===== src/hdl/thm_pkg.sv =====
package thm_pkg;

   // Opcodes of the request word
   localparam logic [1:0] OP_WARMUP  = 2'd0;
   localparam logic [1:0] OP_OPERATE = 2'd1;
   localparam logic [1:0] OP_RESTART = 2'd2;

   // Register indexes of the configuration port
   localparam int unsigned CSR_INDEX_W = 2;
   localparam logic [CSR_INDEX_W-1:0] CSR_RUN_CUTOFF  = 2'd0;
   localparam logic [CSR_INDEX_W-1:0] CSR_WARMUP      = 2'd1;
   localparam logic [CSR_INDEX_W-1:0] CSR_PROP_CUTOFF = 2'd2;
   localparam int unsigned CSR_DATA_W = 11;

   localparam int unsigned RUN_W  = 11;
   localparam int unsigned WARM_W = 8;
   localparam int unsigned CUT_W  = 11;
   localparam int unsigned CNT_W  = 6;   // 0..32 bits of one word

   localparam logic [RUN_W-1:0]  RUN_MAX            = 11'd2047;
   localparam logic [RUN_W-1:0]  RUN_CUTOFF_RST     = 11'd64;
   localparam logic [WARM_W-1:0] WARMUP_WORDS_RST   = 8'd4;
   localparam logic [CUT_W-1:0]  PROP_CUTOFF_RST    = 11'd640;

   typedef struct packed {
      logic [1:0]  opcode;
      logic [31:0] noise_word;
   } req_type;

   typedef struct packed {
      logic [31:0] word_out;
      logic        not_ready;
      logic        zero_run_fail;
      logic        one_run_fail;
      logic        proportion_fail;
   } rsp_type;

   // Ones count by pairwise folding
   function automatic logic [CNT_W-1:0] ones_count(input logic [31:0] w);
      logic [31:0] v;
      v = w - ((w >> 1) & 32'h5555_5555);
      v = (v & 32'h3333_3333) + ((v >> 2) & 32'h3333_3333);
      v = (v + (v >> 4)) & 32'h0F0F_0F0F;
      v = v + (v >> 8);
      v = v + (v >> 16);
      return v[CNT_W-1:0];
   endfunction

   // Zeros above the highest set bit; 32 for a zero word
   function automatic logic [CNT_W-1:0] lead_zeros(input logic [31:0] w);
      logic [CNT_W-1:0] n;
      n = 6'd32;
      for (int i = 0; i < 32; i++) begin
         if (w[i]) n = CNT_W'(31 - i);
      end
      return n;
   endfunction

   // Zeros below the lowest set bit; 32 for a zero word
   function automatic logic [CNT_W-1:0] trail_zeros(input logic [31:0] w);
      logic [CNT_W-1:0] n;
      n = 6'd32;
      for (int i = 31; i >= 0; i--) begin
         if (w[i]) n = CNT_W'(i);
      end
      return n;
   endfunction

endpackage


===== src/hdl/thm_ram.sv =====
module thm_ram #(
   parameter int unsigned WIDTH = 6,
   parameter int unsigned DEPTH = 32
) (
   input  logic                     clock,
   input  logic                     wr_en,
   input  logic [$clog2(DEPTH)-1:0] wr_addr,
   input  logic [WIDTH-1:0]         wr_data,
   input  logic                     rd_en,
   input  logic [$clog2(DEPTH)-1:0] rd_addr,
   output logic [WIDTH-1:0]         rd_data
);

   logic [WIDTH-1:0] mem [DEPTH];
   logic [WIDTH-1:0] rd_data_ff;

   always_ff @(posedge clock) begin
      if (wr_en) mem[wr_addr] <= wr_data;
      if (rd_en) rd_data_ff <= mem[rd_addr];
   end

   assign rd_data = rd_data_ff;

endmodule


===== src/hdl/trng_health_monitor_unit.sv =====
// Channel   Direction  Handshake          Payload
// req_      in         req_valid/stall    thm_pkg::req_type (opcode, noise_word)
// rsp_      out        rsp_valid/stall    thm_pkg::rsp_type (word, flags)
// csr_      in         csr_valid/ready    csr_index, csr_wdata (always ready)
//
// One word per cycle while the result side does not stall; a result is offered after its word
// passes the issue register with ring read, then the output register after the tests.
// The ones-count ring sits in a RAM with registered read; an entry is only revisited
// WINDOW_WORDS samples later, so its read and write never collide.
// Reset is synchronous; per-entry valid bits make unwritten ring entries read as zero.
// A stalled result holds the test stage, which in turn stalls the request side.
module trng_health_monitor_unit #(
   parameter int unsigned WINDOW_WORDS = 32
) (
   input  logic                             clock,
   input  logic                             reset,
   input  logic                             req_valid,
   output logic                             req_stall,
   input  thm_pkg::req_type                 req_data,
   output logic                             rsp_valid,
   input  logic                             rsp_stall,
   output thm_pkg::rsp_type                 rsp_data,
   input  logic                             csr_valid,
   output logic                             csr_ready,
   input  logic [thm_pkg::CSR_INDEX_W-1:0]  csr_index,
   input  logic [thm_pkg::CSR_DATA_W-1:0]   csr_wdata
);

   localparam int unsigned PTR_W       = $clog2(WINDOW_WORDS);
   localparam int unsigned WINDOW_BITS = WINDOW_WORDS * 32;
   localparam int unsigned SUM_W       = $clog2(WINDOW_BITS + 1);
   localparam int unsigned CMP_W       = (SUM_W > thm_pkg::CUT_W ? SUM_W : thm_pkg::CUT_W) + 1;
   localparam logic [PTR_W-1:0] LAST_PTR = PTR_W'(WINDOW_WORDS - 1);
   localparam logic [CMP_W-1:0] WIN_BITS = CMP_W'(WINDOW_BITS);

   // ---------------------------------------------------------------
   // Configuration registers
   // ---------------------------------------------------------------
   logic [thm_pkg::RUN_W-1:0]  run_cutoff_ff;
   logic [thm_pkg::WARM_W-1:0] warmup_words_ff;
   logic [thm_pkg::CUT_W-1:0]  prop_cutoff_ff;

   assign csr_ready = 1'b1;

   always_ff @(posedge clock) begin
      if (reset) begin
         run_cutoff_ff   <= thm_pkg::RUN_CUTOFF_RST;
         warmup_words_ff <= thm_pkg::WARMUP_WORDS_RST;
         prop_cutoff_ff  <= thm_pkg::PROP_CUTOFF_RST;
      end else if (csr_valid && csr_ready) begin
         unique case (csr_index)
            thm_pkg::CSR_RUN_CUTOFF:  run_cutoff_ff   <= csr_wdata[thm_pkg::RUN_W-1:0];
            thm_pkg::CSR_WARMUP:      warmup_words_ff <= csr_wdata[thm_pkg::WARM_W-1:0];
            thm_pkg::CSR_PROP_CUTOFF: prop_cutoff_ff  <= csr_wdata[thm_pkg::CUT_W-1:0];
            default: ;  // writes beyond the register list are dropped
         endcase
      end
   end

   // ---------------------------------------------------------------
   // Handshake and pipeline occupancy
   // ---------------------------------------------------------------
   logic s1_valid_ff, s1_valid_in;
   logic out_valid_ff, out_valid_in;
   logic accept, s1_move, is_sample_in;

   assign s1_move   = s1_valid_ff && (!out_valid_ff || !rsp_stall);
   assign req_stall = s1_valid_ff && !s1_move;
   assign accept    = req_valid && !req_stall;
   assign is_sample_in = (req_data.opcode == thm_pkg::OP_WARMUP) ||
                         (req_data.opcode == thm_pkg::OP_OPERATE);

   always_comb begin
      s1_valid_in = s1_valid_ff;
      if (accept)       s1_valid_in = 1'b1;
      else if (s1_move) s1_valid_in = 1'b0;

      out_valid_in = out_valid_ff;
      if (s1_move)        out_valid_in = 1'b1;
      else if (!rsp_stall) out_valid_in = 1'b0;
   end

   always_ff @(posedge clock) begin
      if (reset) begin
         s1_valid_ff  <= 1'b0;
         out_valid_ff <= 1'b0;
      end else begin
         s1_valid_ff  <= s1_valid_in;
         out_valid_ff <= out_valid_in;
      end
   end

   // ---------------------------------------------------------------
   // Issue stage: bit counts of the word, ring pointer, ring read
   // ---------------------------------------------------------------
   logic [PTR_W-1:0]        ptr_ff, ptr_in;
   logic [WINDOW_WORDS-1:0] entry_valid_ff, entry_valid_in;

   logic [1:0]                s1_op_ff;
   logic [31:0]               s1_word_ff;
   logic [thm_pkg::CNT_W-1:0] s1_tz0_ff, s1_tz1_ff, s1_lz0_ff, s1_lz1_ff, s1_pop_ff;
   logic [PTR_W-1:0]          s1_ptr_ff;
   logic                      s1_wrap_ff, s1_old_ok_ff;

   // Advance the pointer only for samples; restart leaves the ring alone
   always_comb begin
      ptr_in = ptr_ff;
      if (accept && is_sample_in) begin
         ptr_in = (ptr_ff == LAST_PTR) ? '0 : ptr_ff + PTR_W'(1);
      end
   end

   always_ff @(posedge clock) begin
      if (reset) ptr_ff <= '0;
      else       ptr_ff <= ptr_in;
   end

   always_ff @(posedge clock) begin
      if (accept) begin
         s1_op_ff     <= req_data.opcode;
         s1_word_ff   <= req_data.noise_word;
         s1_tz0_ff    <= thm_pkg::trail_zeros(req_data.noise_word);
         s1_tz1_ff    <= thm_pkg::trail_zeros(~req_data.noise_word);
         s1_lz0_ff    <= thm_pkg::lead_zeros(req_data.noise_word);
         s1_lz1_ff    <= thm_pkg::lead_zeros(~req_data.noise_word);
         s1_pop_ff    <= thm_pkg::ones_count(req_data.noise_word);
         s1_ptr_ff    <= ptr_ff;
         s1_wrap_ff   <= (ptr_ff == LAST_PTR);
         s1_old_ok_ff <= entry_valid_ff[ptr_ff];
      end
   end

   // ---------------------------------------------------------------
   // Ones-count ring
   // ---------------------------------------------------------------
   logic [thm_pkg::CNT_W-1:0] ring_rd_data;
   logic                      ring_wr;
   logic                      s1_sample;

   assign s1_sample = (s1_op_ff == thm_pkg::OP_WARMUP) || (s1_op_ff == thm_pkg::OP_OPERATE);
   assign ring_wr   = s1_move && s1_sample;

   thm_ram #(
      .WIDTH (thm_pkg::CNT_W),
      .DEPTH (WINDOW_WORDS)
   ) u_ring (
      .clock   (clock),
      .wr_en   (ring_wr),
      .wr_addr (s1_ptr_ff),
      .wr_data (s1_pop_ff),
      .rd_en   (accept),
      .rd_addr (ptr_ff),
      .rd_data (ring_rd_data)
   );

   always_comb begin
      entry_valid_in = entry_valid_ff;
      if (ring_wr) entry_valid_in[s1_ptr_ff] = 1'b1;
   end

   always_ff @(posedge clock) begin
      if (reset) entry_valid_ff <= '0;
      else       entry_valid_ff <= entry_valid_in;
   end

   // ---------------------------------------------------------------
   // Test stage: run tests, window sum, flags
   // ---------------------------------------------------------------
   logic [thm_pkg::RUN_W-1:0]  zero_run_ff, zero_run_in;
   logic [thm_pkg::RUN_W-1:0]  one_run_ff, one_run_in;
   logic [thm_pkg::WARM_W-1:0] warm_seen_ff, warm_seen_in;
   logic [SUM_W-1:0]           sum_ff, sum_in;
   logic                       full_ff, full_in;

   logic [thm_pkg::CNT_W-1:0]  ring_old;
   logic [thm_pkg::RUN_W:0]    zero_total, one_total, zero_grow, one_grow;
   logic [CMP_W-1:0]           sum_ext, cut_ext, low_bound;
   logic                       warm_short;
   thm_pkg::rsp_type           rsp_in;
   thm_pkg::rsp_type           rsp_ff;

   assign ring_old   = s1_old_ok_ff ? ring_rd_data : '0;
   assign warm_short = warm_seen_ff < warmup_words_ff;

   always_comb begin
      zero_run_in  = zero_run_ff;
      one_run_in   = one_run_ff;
      warm_seen_in = warm_seen_ff;
      sum_in       = sum_ff;
      full_in      = full_ff;
      rsp_in       = '0;

      // Trailing run of the new word continues the open run of the last one
      zero_total = (thm_pkg::RUN_W+1)'(s1_tz0_ff) + (thm_pkg::RUN_W+1)'(zero_run_ff);
      one_total  = (thm_pkg::RUN_W+1)'(s1_tz1_ff) + (thm_pkg::RUN_W+1)'(one_run_ff);
      // A whole word of one value extends the open run, otherwise restart it
      zero_grow  = (thm_pkg::RUN_W+1)'(s1_lz0_ff) +
                   ((s1_lz0_ff == 6'd32) ? (thm_pkg::RUN_W+1)'(zero_run_ff) : '0);
      one_grow   = (thm_pkg::RUN_W+1)'(s1_lz1_ff) +
                   ((s1_lz1_ff == 6'd32) ? (thm_pkg::RUN_W+1)'(one_run_ff) : '0);

      sum_in  = sum_ff - SUM_W'(ring_old) + SUM_W'(s1_pop_ff);
      sum_ext = CMP_W'(sum_in);
      cut_ext = CMP_W'(prop_cutoff_ff);
      low_bound = (WIN_BITS > cut_ext) ? WIN_BITS - cut_ext : '0;

      case (s1_op_ff) inside
         thm_pkg::OP_WARMUP, thm_pkg::OP_OPERATE: begin
            rsp_in.word_out      = s1_word_ff;
            rsp_in.not_ready     = (s1_op_ff == thm_pkg::OP_OPERATE) &&
                                   (warm_short || !full_ff);
            rsp_in.zero_run_fail = zero_total >= (thm_pkg::RUN_W+1)'(run_cutoff_ff);
            rsp_in.one_run_fail  = one_total  >= (thm_pkg::RUN_W+1)'(run_cutoff_ff);

            zero_run_in = (zero_grow > (thm_pkg::RUN_W+1)'(thm_pkg::RUN_MAX)) ?
                          thm_pkg::RUN_MAX : zero_grow[thm_pkg::RUN_W-1:0];
            one_run_in  = (one_grow > (thm_pkg::RUN_W+1)'(thm_pkg::RUN_MAX)) ?
                          thm_pkg::RUN_MAX : one_grow[thm_pkg::RUN_W-1:0];
            if (warm_short) warm_seen_in = warm_seen_ff + thm_pkg::WARM_W'(1);

            full_in = full_ff || s1_wrap_ff;
            rsp_in.proportion_fail = full_in && ((sum_ext > cut_ext) || (sum_ext < low_bound));
         end
         thm_pkg::OP_RESTART: begin
            sum_in       = sum_ff;
            warm_seen_in = '0;
            full_in      = 1'b0;
         end
         default: begin
            sum_in = sum_ff;   // unused opcode: hold everything
         end
      endcase
   end

   always_ff @(posedge clock) begin
      if (reset) begin
         zero_run_ff  <= '0;
         one_run_ff   <= '0;
         warm_seen_ff <= '0;
         sum_ff       <= '0;
         full_ff      <= 1'b0;
      end else if (s1_move) begin
         zero_run_ff  <= zero_run_in;
         one_run_ff   <= one_run_in;
         warm_seen_ff <= warm_seen_in;
         sum_ff       <= sum_in;
         full_ff      <= full_in;
      end
   end

   // ---------------------------------------------------------------
   // Output register
   // ---------------------------------------------------------------
   always_ff @(posedge clock) begin
      if (s1_move) rsp_ff <= rsp_in;
   end

   assign rsp_valid = out_valid_ff;
   assign rsp_data  = rsp_ff;

endmodule


===== config.mk =====
export PLATFORM = sky130hd
export DESIGN_NAME = trng_health_monitor_unit
export DESIGN_NICKNAME = d
export VERILOG_FILES = /design/src/hdl/thm_pkg.sv /design/src/hdl/thm_ram.sv /design/src/hdl/trng_health_monitor_unit.sv
export SDC_FILE = /design/constraint.sdc
export NUM_CORES = 1
export LEC_CHECK = 0
export BUFFER_PORTS_ARGS = -buffer_cell sky130_fd_sc_hd__buf_2
export CORE_MARGIN = 2
export CORE_UTILIZATION = 45
export DETAILED_ROUTE_END_ITERATION = 8
export PLACE_DENSITY = 0.65
export RECOVER_POWER = 100
export SETUP_SLACK_MARGIN = 0.02
export SLEW_MARGIN = 20
export SYNTH_ARGS = -nofsm -noshare
export SYNTH_HDL_FRONTEND = slang
export SYNTH_SLANG_ARGS = --single-unit

===== constraint.sdc =====
create_clock -name clock -period 5.9 [get_ports clock]
set_input_delay 1.18 -clock clock [delete_from_list [all_inputs] [get_ports clock]]
set_output_delay 1.18 -clock clock [all_outputs]
set_load 0.005 [all_outputs]

# Word level (Yosys, flattened, before mapping)
# Memory sizes are Yosys's and may differ from the RTL's. A register that Yosys moved wholly into a read port is not among the register bits.
# Cells that the tools add are included.
[classes] addsub=14 n_lt_le_gt_ge=11 eq_ne=10 n_mux=146 bitwise_logic=2 reduce_logical=51
[ops] op="two-way mux 5 bit" count=61
[ops] op="two-way mux 4 bit" count=32
[ops] op="OR reduction 31 bit" count=4
[ops] op="OR reduction 16 bit" count=4
[ops] op="adder 6 x 11 -> 12 bit" count=4
[ops] op="two-way mux 3 bit" count=16
[ops] op="two-way mux 11 bit" count=4
[ops] op="NOT 32 bit" count=1
[ops] op="OR 32 bit" count=1
[ops] op="OR reduction 8 bit" count=4
[ops] op="subtractor 32 x 31 -> 32 bit" count=1
[ops] op="adder 30 x 30 -> 31 bit" count=1
[ops] op="two-way mux 6 bit" count=5
[ops] op="adder 28 x 27 -> 28 bit" count=1
[ops] op="greater-or-equal comparator 12 x 11 -> 1 bit" count=2
[ops] op="> comparator 12 x 11 -> 1 bit (second input constant)" count=2
[ops] op="two-way mux 8 bit" count=3
[ops] op="adder 20 x 20 -> 21 bit" count=1
[ops] op="two-way mux 2 bit" count=8
[ops] op="OR reduction 4 bit" count=4
[ops] op="two-way mux 1 bit" count=14
[ops] op="== test 6 bit (second input constant)" count=2
[ops] op="less-than comparator 11 x 12 -> 1 bit" count=1
[ops] op="less-than comparator 5 x 6 -> 1 bit (second input constant)" count=2
[ops] op="other kinds (26)" count=56
[word_totals] ff_bits=218 ramBits=192 out_inout_bits=39 wordCells=282 memories=1
[mem_list] name="u_ring.mem" words=32 width=6 read_ports=1 rd_clocked_by_memory_dff=1 wr=1 line_no="thm_ram.sv:14" rtl="logic [WIDTH-1:0] mem [DEPTH];"

# Depth between registers and ports, before layout
# Gate-level depths: netlist of run 1.
[depth] ltp_word=32 mapped_depth=22 mapped_depth_nobuf=21

# Hierarchy
# Synthesis of run 1 repeated with hierarchy kept, for this count alone.
[hier_totals] cells_unflattened=1926 area_unflattened_um2=22582.9
[by_module_without_submodules] mod="trng_health_monitor_unit" instances=1 cells_per_inst=1603 area_each_um2=14933.1 seq_area_each_um2=5435.2
[by_module_without_submodules] mod="thm_ram" instances=1 cells_per_inst=323 area_each_um2=7649.8 seq_area_each_um2=5945.7

# Worst setup path before layout of run 1
# OpenSTA, ideal clock, no wires.
[synth_timing] kind="input to register" startpoint="input port req_data[13] (netlist name)" endpoint="register s1_pop_ff[5] (netlist name) (data pin)" setup_time_ps=257 t_arrival_ps=5816 required_ps=5643 slack_ps=-173 cell_stages=19 path_cell_list="clkbuf_1 > inv_1 > ha_1 > or4_4 > nor2_4 > a31oi_4 > a211o_1 > a211o_1 > a21oi_2 > xnor2_1 > fa_1 > fa_1 > fa_1 > ha_1 > a21o_1 > a21oi_1 > nor2b_1 > o21ai_0 > nand2b_1"
[synth_between] elab_chain_len=5
[synth_lines] element="start, declared" line_no="trng_health_monitor_unit.sv:19" rtl="input thm_pkg::req_type req_data,"
[synth_lines] element="subtractor 32 x 31 -> 32 bit" line_no="thm_pkg.sv:41" rtl="v = w - ((w >> 1) & 32'h5555_5555);"
[synth_lines] element="adder 30 x 30 -> 31 bit" line_no="thm_pkg.sv:42" rtl="v = (v & 32'h3333_3333) + ((v >> 2) & 32'h3333_3333);"
[synth_lines] element="adder 28 x 27 -> 28 bit" line_no="thm_pkg.sv:43" rtl="v = (v + (v >> 4)) & 32'h0F0F_0F0F;"
[synth_lines] element="adder 20 x 20 -> 21 bit" line_no="thm_pkg.sv:44" rtl="v = v + (v >> 8);"
[synth_lines] element="adder 6 x 5 -> 6 bit" line_no="thm_pkg.sv:45" rtl="v = v + (v >> 16);"
[synth_lines] element="end signal, assigned" line_no="trng_health_monitor_unit.sv:126" rtl="s1_pop_ff <= thm_pkg::ones_count(req_data.noise_word);"
[synth_lines] element="end, declared" line_no="trng_health_monitor_unit.sv:101" rtl="logic [thm_pkg::CNT_W-1:0] s1_tz0_ff, s1_tz1_ff, s1_lz0_ff, s1_lz1_ff, s1_pop_ff;"
# No other way between the ends.
# A chain may end at the register's enable or synchronous reset.

# Final worst setup path of run 1
[layout_timing] startpoint="input port req_data[22] (netlist name)" endpoint="register s1_pop_ff[5] (netlist name) (data pin)"
# The elaborated chain is that of the path after synthesis.

==> results of run 1 <==
layer usage:
layer,global-route usage [%],vias up
met1,29.19,7371
met5,0,-
li1,-,7201
met2,34.22,414
met4,4.563,0
met3,3.473,68
final timing paths:
check	cells after the start	endpoint	start	slack [ps]
setup reg to reg	4	u_ring.rd_data[5]	ptr_ff[0]	950
hold reg to reg	2	sum_ff[0]	sum_ff[0]	450
hold / removal	2	sum_ff[0]	sum_ff[0]	450
setup / recovery	18	s1_pop_ff[5]	req_data[22]	320
flip-flops by register name (all words and copies together) (netlist names), 8 cells and up:
register         cells
sum_ff              11
entry_valid_ff      32
s1_word_ff          32
u_ring.mem         192
zero_run_ff         11
warm_seen_ff         8
warmup_words_ff      8
one_run_ff          11
run_cutoff_ff       11
prop_cutoff_ff      11
rsp_data            36
area by class of cell:
type | count | share of cell area [%]
well taps | 664 | 3.272
inverters | 114 | 1.685
flip-flops and latches | 416 | 44.83
multi-input cells | 1274 | 39.98
clock inverters | 26 | 1.419
repair buffers | 192 | 3.948
clock buffers | 58 | 4.864
cells in the mapped netlist (5+ instances only):
cell,number
o21bai_1,11
inv_1,113
mux2_2,8
mux4_2,70
nor2b_1,45
a211oi_1,17
nand4_1,24
a31oi_1,25
nor3b_1,5
mux2i_1,10
edfxtp_1,305
a21o_1,30
a221oi_1,6
nand2b_1,13
nand2_1,106
buf_2,5
o21a_1,7
nor3_1,25
a21oi_1,112
xnor2_1,58
dfxtp_1,111
and3_1,17
nor4_1,13
o31ai_1,10
clkbuf_1,67
xor2_1,28
and2_1,26
buf_1,6
nand3_1,30
a211o_1,8
fa_1,25
ha_1,186
nor2_1,220
o211ai_1,8
o21ai_0,61
o21ba_2,9
power groups by stage:
| stage | registers, uW | logic [uW] | clock network (uW) |
|---|---|---|---|
| 2_1_floorplan | 3750 | 2440 | 0 |
| 3_3_place_gp | 3690 | 3470 | 0 |
| 3_5_place_dp | 3700 | 3610 | 0 |
| 4_1_cts | 3630 | 3640 | 3050 |
| 5_1_grt | 3660 | 4040 | 3160 |
| 6_report | 3650 | 3560 | 2980 |
cells by family after synthesis:
logic type / Yosys count / share of synthesized area [%]
compound gates: 337 / 9.680
xor+xnor: 86 / 3.382
fa+ha+maj: 211 / 12.70
buf+inv: 194 / 3.348
flops: 416 / 51.10
mux: 88 / 7.933
other cells: 1 / 0.01684
simple gates: 551 / 11.84
stage by stage:
step / std cells / hold WS, ps
6_report: 2744 / 453.6
5_1_grt: 2744 / 475.8
4_1_cts: 2744 / 455.5
3_5_place_dp: 2660 / 447.0
3_3_place_gp: 2660 / 443.3
2_1_floorplan: 1884 / 406.4
tightest hold or removal path, cell delays in order (launching register included):
cell and delay, ps:
dfxtp_1 310, nand2_1 50, a21oi_1 50
==> metrics.cfg, run 1 <==
[synthesis]
synth-seq-cells=416
yosysWarnings=0
synthArstFlopShare_pct=0
synth_edf_count=305
synth-seq-area-share_pct=51.10
syn-num-nets=2147
netlist.area_leader.share_pct=41.12
synthCells=1884
synth_top_cell_by_area=edfxtp_1
avgSynthCellArea_um2=11.82
yosysUniqueCellTypes=76
synth-main-ff-cell=edfxtp_1
synth.area.top_cells=edfxtp_1, ha_1, dfxtp_1
syn-cell-area_um2=22270

[power]
powerDensity_nw_per_um2=401.1
sw_frac_of_total_pct=31.70
intPower_uw=6955
clkPwrFrac_pct=29.3
p_switching_uw=3229
leakagePower_uw=0.009631
p_comb_share_pct=34.9
irDropWorstVdd_uv=338.7
fin_total_pwr_uw=10180
seqPwrFrac_pct=35.8

[place]
post-place-ws_ps=-191.6
globalplace.congestion=0.8971
numPortBuffers=89
dpl-instance-area_um2=24030
dp_hpwl_mm=37.30

[timing]
relSlewSlack_pct=-96.93
finalCritPeriodShare_pct=94.55
fin_ws_ps=321.4
min_period_ps=5579
finalHoldViolations=0
setup_tns_ps=0
grt_setup_unrepaired=false
skew_ps=32.41
timing.fmax_ghz=0.1793
worst_pin_slew_ps=2950
final_max_slew_viol_count=400
setup_viol=0

[floorplan]
ios=91
core_area_um2=48850
dieArea_um2=51290
die_h_um=226.5
die_w_um=226.5
start_util_pct=45.59
rows=81

[routing]
wire_per_inst_um=19.19
ant_nets=0
wl_met2_mm=25.00
drc=0
firstDrtPassIters=6
wl_met3_mm=2.957
top_layer_used=met4
met1Wirelength_mm=23.84
viasPerCell=5.486
drtIter0Drc=1253
drt_wl_total_mm=52.66
vias=15054

[worst_hold_path]
hp-class=reg -> reg

[worst_setup_path]
slowest_stage=fa_1
cp.arrival_ps=5890
cp-start-kind=primary input
cp.required_ps=6210
critPathKind=in -> reg
crit_family=adder cells
cpPeakStageDelay_ps=580
crit_path_end_kind=flop
cp_common_cell=fa_1
crit_chain=clkbuf_1 -> clkbuf_1 -> ha_1 -> a2111oi_0 -> o21bai_1 -> a211o_1 -> a211o_1 -> a21oi_2 -> xnor2_1 -> fa_1 -> fa_1 -> fa_1 -> ha_1 -> a21o_1 -> a21oi_2 -> nor2b_1 -> o21ai_0 -> nand2b_1
critPathBufInv=2
path_max_fanout=11

[clock_network]
cts_sinks=416
cts_htree_levels=2
cts.repair.resized=0
cts_buffers=45
root_buffer=clkbuf_16
cts_hold_buf=0
cts_buffer_depth=3
cts.reportedPaths.clkPinSlew_ps=60
cts_setup_buffers=0
cts_tree=done
clock_latency_ps=590

[global_route]
grt_max_degree=56
grt_pass1_wl_mm=82.92
grt_antenna_before_repair=0
grt_use_total_pct=20.86
grt_pass1_vias=15013
overflow=0

[layout]
final_common_cell=edfxtp_1
mostFrequentLayoutCells=edfxtp_1, nor2_1, ha_1
multi_input_area_um2=10150
post-route-util_pct=51.97
syn_to_final_growth_pct=13.99
nNetsFinal=2306
antenna_cells=0
regArea_um2=11380
drive_gt1_share_pct=13.22
stdcell_area_um2=25390
final.fill_count=4264

[flow_run]
maxCapViolCount=11

[outcome]
outcome=finished, violations left
violations=max-capacitance violations, max-slew violations

(Power assumes the default switching activity.)
==> run 2, diff against run 1 <==
--- a/config.mk
+++ b/config.mk
@@ -6,6 +6,7 @@
 export NUM_CORES = 1
 export LEC_CHECK = 0
 export BUFFER_PORTS_ARGS = -buffer_cell sky130_fd_sc_hd__buf_2
+export CORE_ASPECT_RATIO = 1.1
 export CORE_MARGIN = 2
 export CORE_UTILIZATION = 45
 export DETAILED_ROUTE_END_ITERATION = 8
==> run 2 against run 1 <==
  * Die area hardly changed
  * Wire length is 2.0% lower
  * Hold slack better by 3.5 ps
  * The run still ends with max-capacitance violations, max-slew violations left
  * Sequential power hardly changed
  * Largest cell class unchanged
  * Cell count is 0.26% lower
  * Clock power is 8.1% lower
  * Highest routed layer unchanged
  * Critical endpoint unchanged
  * Critical path depth stayed put
==> metrics.cfg, run 2 (synthesis results as in run 1) <==
[worst_setup_path]
ff2ff_setup_slack_ps=1110  ; was 950 ps
cp.arrival_ps=5830  ; was 5890 ps
rr_worst_depth=4  ; unchanged
crit-reg2reg-launch=ptr_ff[0]  ; unchanged
cp-start-kind=primary input  ; unchanged
critPathKind=in -> reg  ; unchanged
path_max_fanout=11  ; unchanged
cp.required_ps=6230  ; was 6210 ps
crit_path_end_kind=flop  ; unchanged
r2r_end=u_ring.rd_data[4]  ; was u_ring.rd_data[5]

[worst_hold_path]
min_from=sum_ff[0]  ; unchanged
hold_end=sum_ff[0]  ; unchanged
worstHoldPathCells=2  ; unchanged
hp-class=reg -> reg  ; unchanged

[clock_network]
cts_setup_buffers=0  ; unchanged
cts_buffer_depth=3  ; unchanged
clock_latency_ps=580  ; was 590 ps
cts_tree=done  ; unchanged
root_buffer=clkbuf_16  ; unchanged
cts.repair.resized=0  ; unchanged
cts_buffers=45  ; unchanged
cts.reportedPaths.clkPinSlew_ps=60  ; about the same
cts_hold_buf=0  ; unchanged
cts_sinks=416  ; unchanged
cts_htree_levels=2  ; unchanged

[layout]
largest_register=u_ring.mem  ; unchanged
mostFrequentLayoutCells=edfxtp_1, nor2_1, ha_1  ; unchanged
nNetsFinal=2311  ; was 2,306
stdcell_area_um2=25280  ; was 25,390 um2
largest_reg_flops=192  ; unchanged
final.fill_count=4339  ; was 4,264
syn_to_final_growth_pct=13.51  ; was 13.99%
post-route-util_pct=51.68  ; was 51.97%
antenna_cells=0  ; unchanged
drive_gt1_share_pct=13.91  ; was 13.22%
final_common_cell=edfxtp_1  ; unchanged

[floorplan]
core_area_um2=48920  ; was 48,850 um2
rows=85  ; was 81
dieArea_um2=51290  ; about the same
start_util_pct=45.52  ; was 45.59%
die_h_um=237.3  ; was 226.5 um
die_w_um=216.1  ; was 226.5 um
ios=91  ; unchanged

[timing]
setup_viol=0  ; unchanged
finalCritPeriodShare_pct=93.24  ; was 94.55%
whs_ps=457.1  ; was 453.6 ps
skew_ps=21.72  ; was 32.41 ps
min_period_ps=5501  ; was 5579 ps
grt_setup_unrepaired=false  ; unchanged
final_max_slew_viol_count=415  ; was 400
finalHoldViolations=0  ; unchanged
relSlewSlack_pct=-114.2  ; was -96.93%
timing.fmax_ghz=0.1818  ; was 0.1793 GHz
worst_pin_slew_ps=3214  ; was 2950 ps
fin_ws_ps=398.8  ; was 321.4 ps

[global_route]
grt_max_degree=68  ; was 56
grtUsageMet3_pct=2.969  ; was 3.473%
grt_use_total_pct=20.07  ; was 20.86%
grtUsageMet2_pct=34.28  ; was 34.22%
overflow=0  ; unchanged
grt_antenna_before_repair=0  ; unchanged
use_met1_pct=26.52  ; was 29.19%
grt_busiest_layer=met2  ; unchanged
grt_pass1_vias=14963  ; was 15,013
grt_pass1_wl_mm=81.16  ; was 82.92 mm

[place]
dp_hpwl_mm=37.30  ; about the same
numPortBuffers=89  ; unchanged
post-place-ws_ps=-186.2  ; was -191.6 ps
globalplace.congestion=0.9062  ; was 0.8971
dpl-instance-area_um2=24050  ; was 24,030 um2

[flow_run]
maxCapViolCount=10  ; was 11

[power]
sw_frac_of_total_pct=32.00  ; was 31.70%
p_comb_share_pct=35.9  ; was 34.9%
p_switching_uw=3182  ; was 3229 uW
clkPwrFrac_pct=27.5  ; was 29.3%
seqPwrFrac_pct=36.6  ; was 35.8%
powerDensity_nw_per_um2=393.3  ; was 401.1 nW/um2
intPower_uw=6761  ; was 6955 uW
irDropWorstVdd_uv=423.0  ; was 338.7 uV
leakagePower_uw=0.009630  ; was 0.009631 uW

[outcome]
outcome=finished, violations left  ; unchanged
violations=max-capacitance violations, max-slew violations  ; unchanged

[routing]
vias=14951  ; was 15,054
ant_nets=0  ; unchanged
wire_per_inst_um=18.86  ; was 19.19 um
firstDrtPassIters=5  ; was 6
viasPerCell=5.463  ; was 5.486
drtIter0Drc=985  ; was 1,253
drt_wl_total_mm=51.63  ; was 52.66 mm
drc=0  ; unchanged

[run 2: changes by cell type in the layout (fill, tap and decap cells not counted), sizes merged]
cell    before  now
buf        100  120
bufinv       6    2
clkbuf     150  139
clkinv      13   14
inv        117  116
[run 2: layout make-up]
cell class              count  area (um2)  area share, %
flip-flops and latches    416       11380          45.02
well taps                 652       815.8          3.227
repair buffers            197        1062          4.202
multi-input cells        1274       10160          40.20
clock buffers              62        1240          4.905
clock inverters            22       191.4         0.7572
inverters                 114       427.9          1.693
[run 2: through the flow]
stage | total power, uW | setup TNS, ps | std cells
4_1_cts | 10060 | 0 | 2737
2_1_floorplan | 6186 | 0 | 1884
5_1_grt | 10600 | 0 | 2737
3_3_place_gp | 7192 | -67.73 | 2653
6_report | 9943 | 0 | 2737
3_5_place_dp | 7295 | -520.2 | 2653
[run 2: worst max-delay path, cell delays in order]
cell and delay [ps]:
buf_2 100, clkbuf_1 260, ha_1 310, a2111oi_0 450
o21bai_1 140, a211o_1 330, a211o_1 320, a21oi_2 150
xnor2_1 100, fa_1 580, fa_1 470, fa_1 510
ha_1 310, a21o_1 190, a21oi_2 150, nor2b_1 60
o21ai_0 150, nand2b_1 70
[run 2: worst max path at each step]
stage                  from      endpoint  slack (ps)
3_5_place_dp   req_data[18]  s1_pop_ff[4]        -190
4_1_cts        req_data[18]  s1_pop_ff[4]         420
6_report       req_data[22]  s1_pop_ff[5]         400
5_1_grt        req_data[21]  s1_pop_ff[4]          90
2_1_floorplan  req_data[13]  s1_pop_ff[4]          30
3_3_place_gp   req_data[18]  s1_pop_ff[4]         -50
[run 2: power groups by stage]
stage	logic (uW)	registers [uW]	clock network [uW]
floorplan	2440	3750	0
global placement	3500	3690	0
global route	4040	3650	2910
detailed placement	3600	3690	0
CTS	3630	3630	2790
finish	3570	3640	2740
[run 2: routing by layer]
layer  routed length [um]  up-vias
met1                22760     7327
li1                     -     7210
met4                 1330        0
met2                25340      327
met5                    0        -
met3                 2202       87
==> run 3, diff against run 2 <==
--- a/config.mk
+++ b/config.mk
@@ -10,7 +10,8 @@
 export CORE_MARGIN = 2
 export CORE_UTILIZATION = 45
 export DETAILED_ROUTE_END_ITERATION = 8
-export PLACE_DENSITY = 0.65
+export GPL_TIMING_DRIVEN = 0
+export PLACE_DENSITY = 0.62
 export RECOVER_POWER = 100
 export SETUP_SLACK_MARGIN = 0.02
 export SLEW_MARGIN = 20
==> constraint.sdc (replaced) <==
create_clock -name clock -period 5.8 [get_ports clock]
set_input_delay 1.16 -clock clock [delete_from_list [all_inputs] [get_ports clock]]
set_output_delay 1.16 -clock clock [all_outputs]
set_load 0.005 [all_outputs]
==> run 3 against run 2 <==
  * The run still ends with max-capacitance violations, max-slew violations left
  * Wire length is 5.3% higher
  * Sequential share of layout area is 0.26 points lower
  * Combinational power is 3% higher
  * Sequential power is 3% higher
  * Clock skew is 6.1 ps lower
  * Die area stayed put
  * Clock-buffer cell count is 7 lower
  * Clock power is 5% higher
  * Critical path type unchanged
==> metrics.cfg, run 3 (synthesis results as in run 1) <==
[outcome]
outcome=finished, violations left  ; unchanged
violations=max-capacitance violations, max-slew violations  ; unchanged

[place]
post-place-ws_ps=-911.4  ; was -186.2 ps
dp_hpwl_mm=40.18  ; was 37.30 mm
globalplace.congestion=0.9135  ; was 0.9062
numPortBuffers=88  ; was 89
dpl-instance-area_um2=23680  ; was 24,050 um2

[routing]
wire_per_inst_um=19.85  ; was 18.86 um
drc=0  ; unchanged
ant_nets=0  ; unchanged
drt_wl_total_mm=54.38  ; was 51.63 mm
vias=15159  ; was 14,951
firstDrtPassIters=6  ; was 5
drtIter0Drc=1130  ; was 985
viasPerCell=5.532  ; was 5.463

[worst_hold_path]
hp-class=reg -> reg  ; unchanged

[worst_setup_path]
crit_path_end_kind=flop  ; unchanged
critPathKind=in -> reg  ; unchanged
cpPeakStageDelay_ps=610  ; was 580 ps
cp.arrival_ps=5950  ; was 5830 ps
ff2ff_setup_slack_ps=1110  ; about the same
critPathLaunch=req_data[10]  ; was req_data[22]
cp-start-kind=primary input  ; unchanged
cp.required_ps=6140  ; was 6230 ps
slowest_stage=fa_2  ; was fa_1
crit_chain=buf_2 -> buf_6 -> clkinvlp_4 -> ha_1 -> nor3b_2 -> o21ba_2 -> a211o_2 -> a31oi_4 -> a211o_1 -> a21oi_2 -> o21ai_1 -> xnor2_1 -> fa_1 -> fa_1 -> fa_2 -> ha_1 -> a21o_1 -> a21oi_2 -> nor2b_1 -> o21ai_0 -> nand2b_1  ; was buf_2 -> clkbuf_1 -> ha_1 -> a2111oi_0 -> o21bai_1 -> a211o_1 -> a211o_1 -> a21oi_2 -> xnor2_1 -> fa_1 -> fa_1 -> fa_1 -> ha_1 -> a21o_1 -> a21oi_2 -> nor2b_1 -> o21ai_0 -> nand2b_1
rr_worst_depth=17  ; was 4
path_max_fanout=9  ; was 11
worstSetupEndpoint=s1_pop_ff[5]  ; unchanged
r2r_end=rsp_data[0]  ; was u_ring.rd_data[4]
crit-reg2reg-launch=s1_pop_ff[1]  ; was ptr_ff[0]

[floorplan]
ios=91  ; unchanged
die_h_um=237.3  ; unchanged
core_area_um2=48920  ; unchanged
dieArea_um2=51290  ; unchanged
start_util_pct=45.52  ; unchanged
die_w_um=216.1  ; unchanged
rows=85  ; unchanged

[layout]
drive_gt1_share_pct=13.70  ; was 13.91%
post-route-util_pct=51.97  ; was 51.68%
largest_register=u_ring.mem  ; unchanged
antenna_cells=0  ; unchanged
largest_reg_flops=192  ; unchanged
syn_to_final_growth_pct=14.17  ; was 13.51%
final_common_cell=edfxtp_1  ; unchanged
mostFrequentLayoutCells=edfxtp_1, nor2_1, ha_1  ; unchanged
nNetsFinal=2315  ; was 2,311
stdcell_area_um2=25430  ; was 25,280 um2
final.fill_count=4333  ; was 4,339

[power]
fin_total_pwr_uw=10290  ; was 9943 uW
irDropWorstVdd_uv=406.0  ; was 423.0 uV
leakagePower_uw=0.009561  ; was 0.009630 uW
powerDensity_nw_per_um2=404.8  ; was 393.3 nW/um2

[clock_network]
root_buffer=clkbuf_16  ; unchanged
clock_latency_ps=580  ; about the same
cts_buffers=44  ; was 45
cts_tree=done  ; unchanged
cts_sinks=416  ; unchanged
cts_buffer_depth=3  ; unchanged
cts_hold_buf=0  ; unchanged
cts.reportedPaths.clkPinSlew_ps=60  ; about the same
cts_htree_levels=2  ; unchanged

[global_route]
grt_pass1_vias=15210  ; was 14,963
grt_max_degree=34  ; was 68
overflow=0  ; unchanged
grt_antenna_before_repair=0  ; unchanged
grt_pass1_wl_mm=84.50  ; was 81.16 mm
grt_use_total_pct=21.19  ; was 20.07%

[timing]
relSlewSlack_pct=-0.9847  ; was -114.2%
finalHoldViolations=0  ; unchanged
setup_viol=0  ; unchanged
skew_ps=15.60  ; was 21.72 ps
finalCritPeriodShare_pct=96.87
worst_pin_slew_ps=1515  ; was 3214 ps
fin_ws_ps=181.8  ; was 398.8 ps
timing.fmax_ghz=0.1780
min_period_ps=5618
final_max_slew_viol_count=29  ; was 415

[flow_run]
maxCapViolCount=1  ; was 10

[run 3: layer usage]
| metal | track usage, % | up-vias | wire [um] |
|---|---|---|---|
| met1 | 26.64 | 7451 | 22850 |
| li1 | - | 7220 | - |
| met4 | 6.725 | 0 | 1467 |
| met2 | 37.35 | 402 | 27350 |
| met5 | 0 | - | 0 |
| met3 | 3.417 | 86 | 2708 |
[run 3: where the power goes]
group / internal (uW) / total [uW] / switching (uW)
sequential: 3610 / 3740 / 126
combinational: 1620 / 3660 / 2040
clock: 1670 / 2890 / 1220
[run 3: worst min-delay path by stage]
stage | from | end | slack, ps | depth (start not counted)
2_1_floorplan | ptr_ff[2] | s1_ptr_ff[2] | 410 | 0
3_3_place_gp | ptr_ff[2] | s1_ptr_ff[2] | 410 | 0
3_5_place_dp | ptr_ff[3] | s1_ptr_ff[3] | 420 | 0
4_1_cts | ptr_ff[2] | s1_ptr_ff[2] | 430 | 0
5_1_grt | ptr_ff[2] | s1_ptr_ff[2] | 450 | 0
6_report | ptr_ff[2] | s1_ptr_ff[2] | 430 | 0
[run 3: cell type report]
class	count	area, um2	area share (%)
sequential	416	11380	44.76
multi-input combinational	1274	10250	40.33
clock buffer	55	1162	4.571
tap	652	815.8	3.208
timing repair buffer	124	645.6	2.539
inverter	114	454.2	1.786
buffer	78	385.4	1.516
clock inverter	27	329.1	1.294
[run 3: critical path: cells and delay by family]
kind | cells | cell delay, ps
xor+xnor | 1 | 170
buf+inv | 3 | 410
fa+ha+maj | 5 | 2230
compound gates | 9 | 1660
simple gates | 3 | 290
[run 3: repair_timing]
action	4_1_cts	5_1_grt
hold endpoints to repair	0	0
pin swaps	2	13
gates resized for setup	9	64
setup buffers	2	24
setup endpoints to repair	5	4
[run 3: stage by stage]
step | TNS (ps) | cells | hold WS, ps
final | 0 | 2740 | 433.7
after global routing | -8.713 | 2740 | 447.2
after CTS | 0 | 2713 | 429.8
after detailed placement | -3813 | 2629 | 419.5
after global placement | -76460 | 2624 | 413.1
after floorplan | 0 | 1884 | 406.4
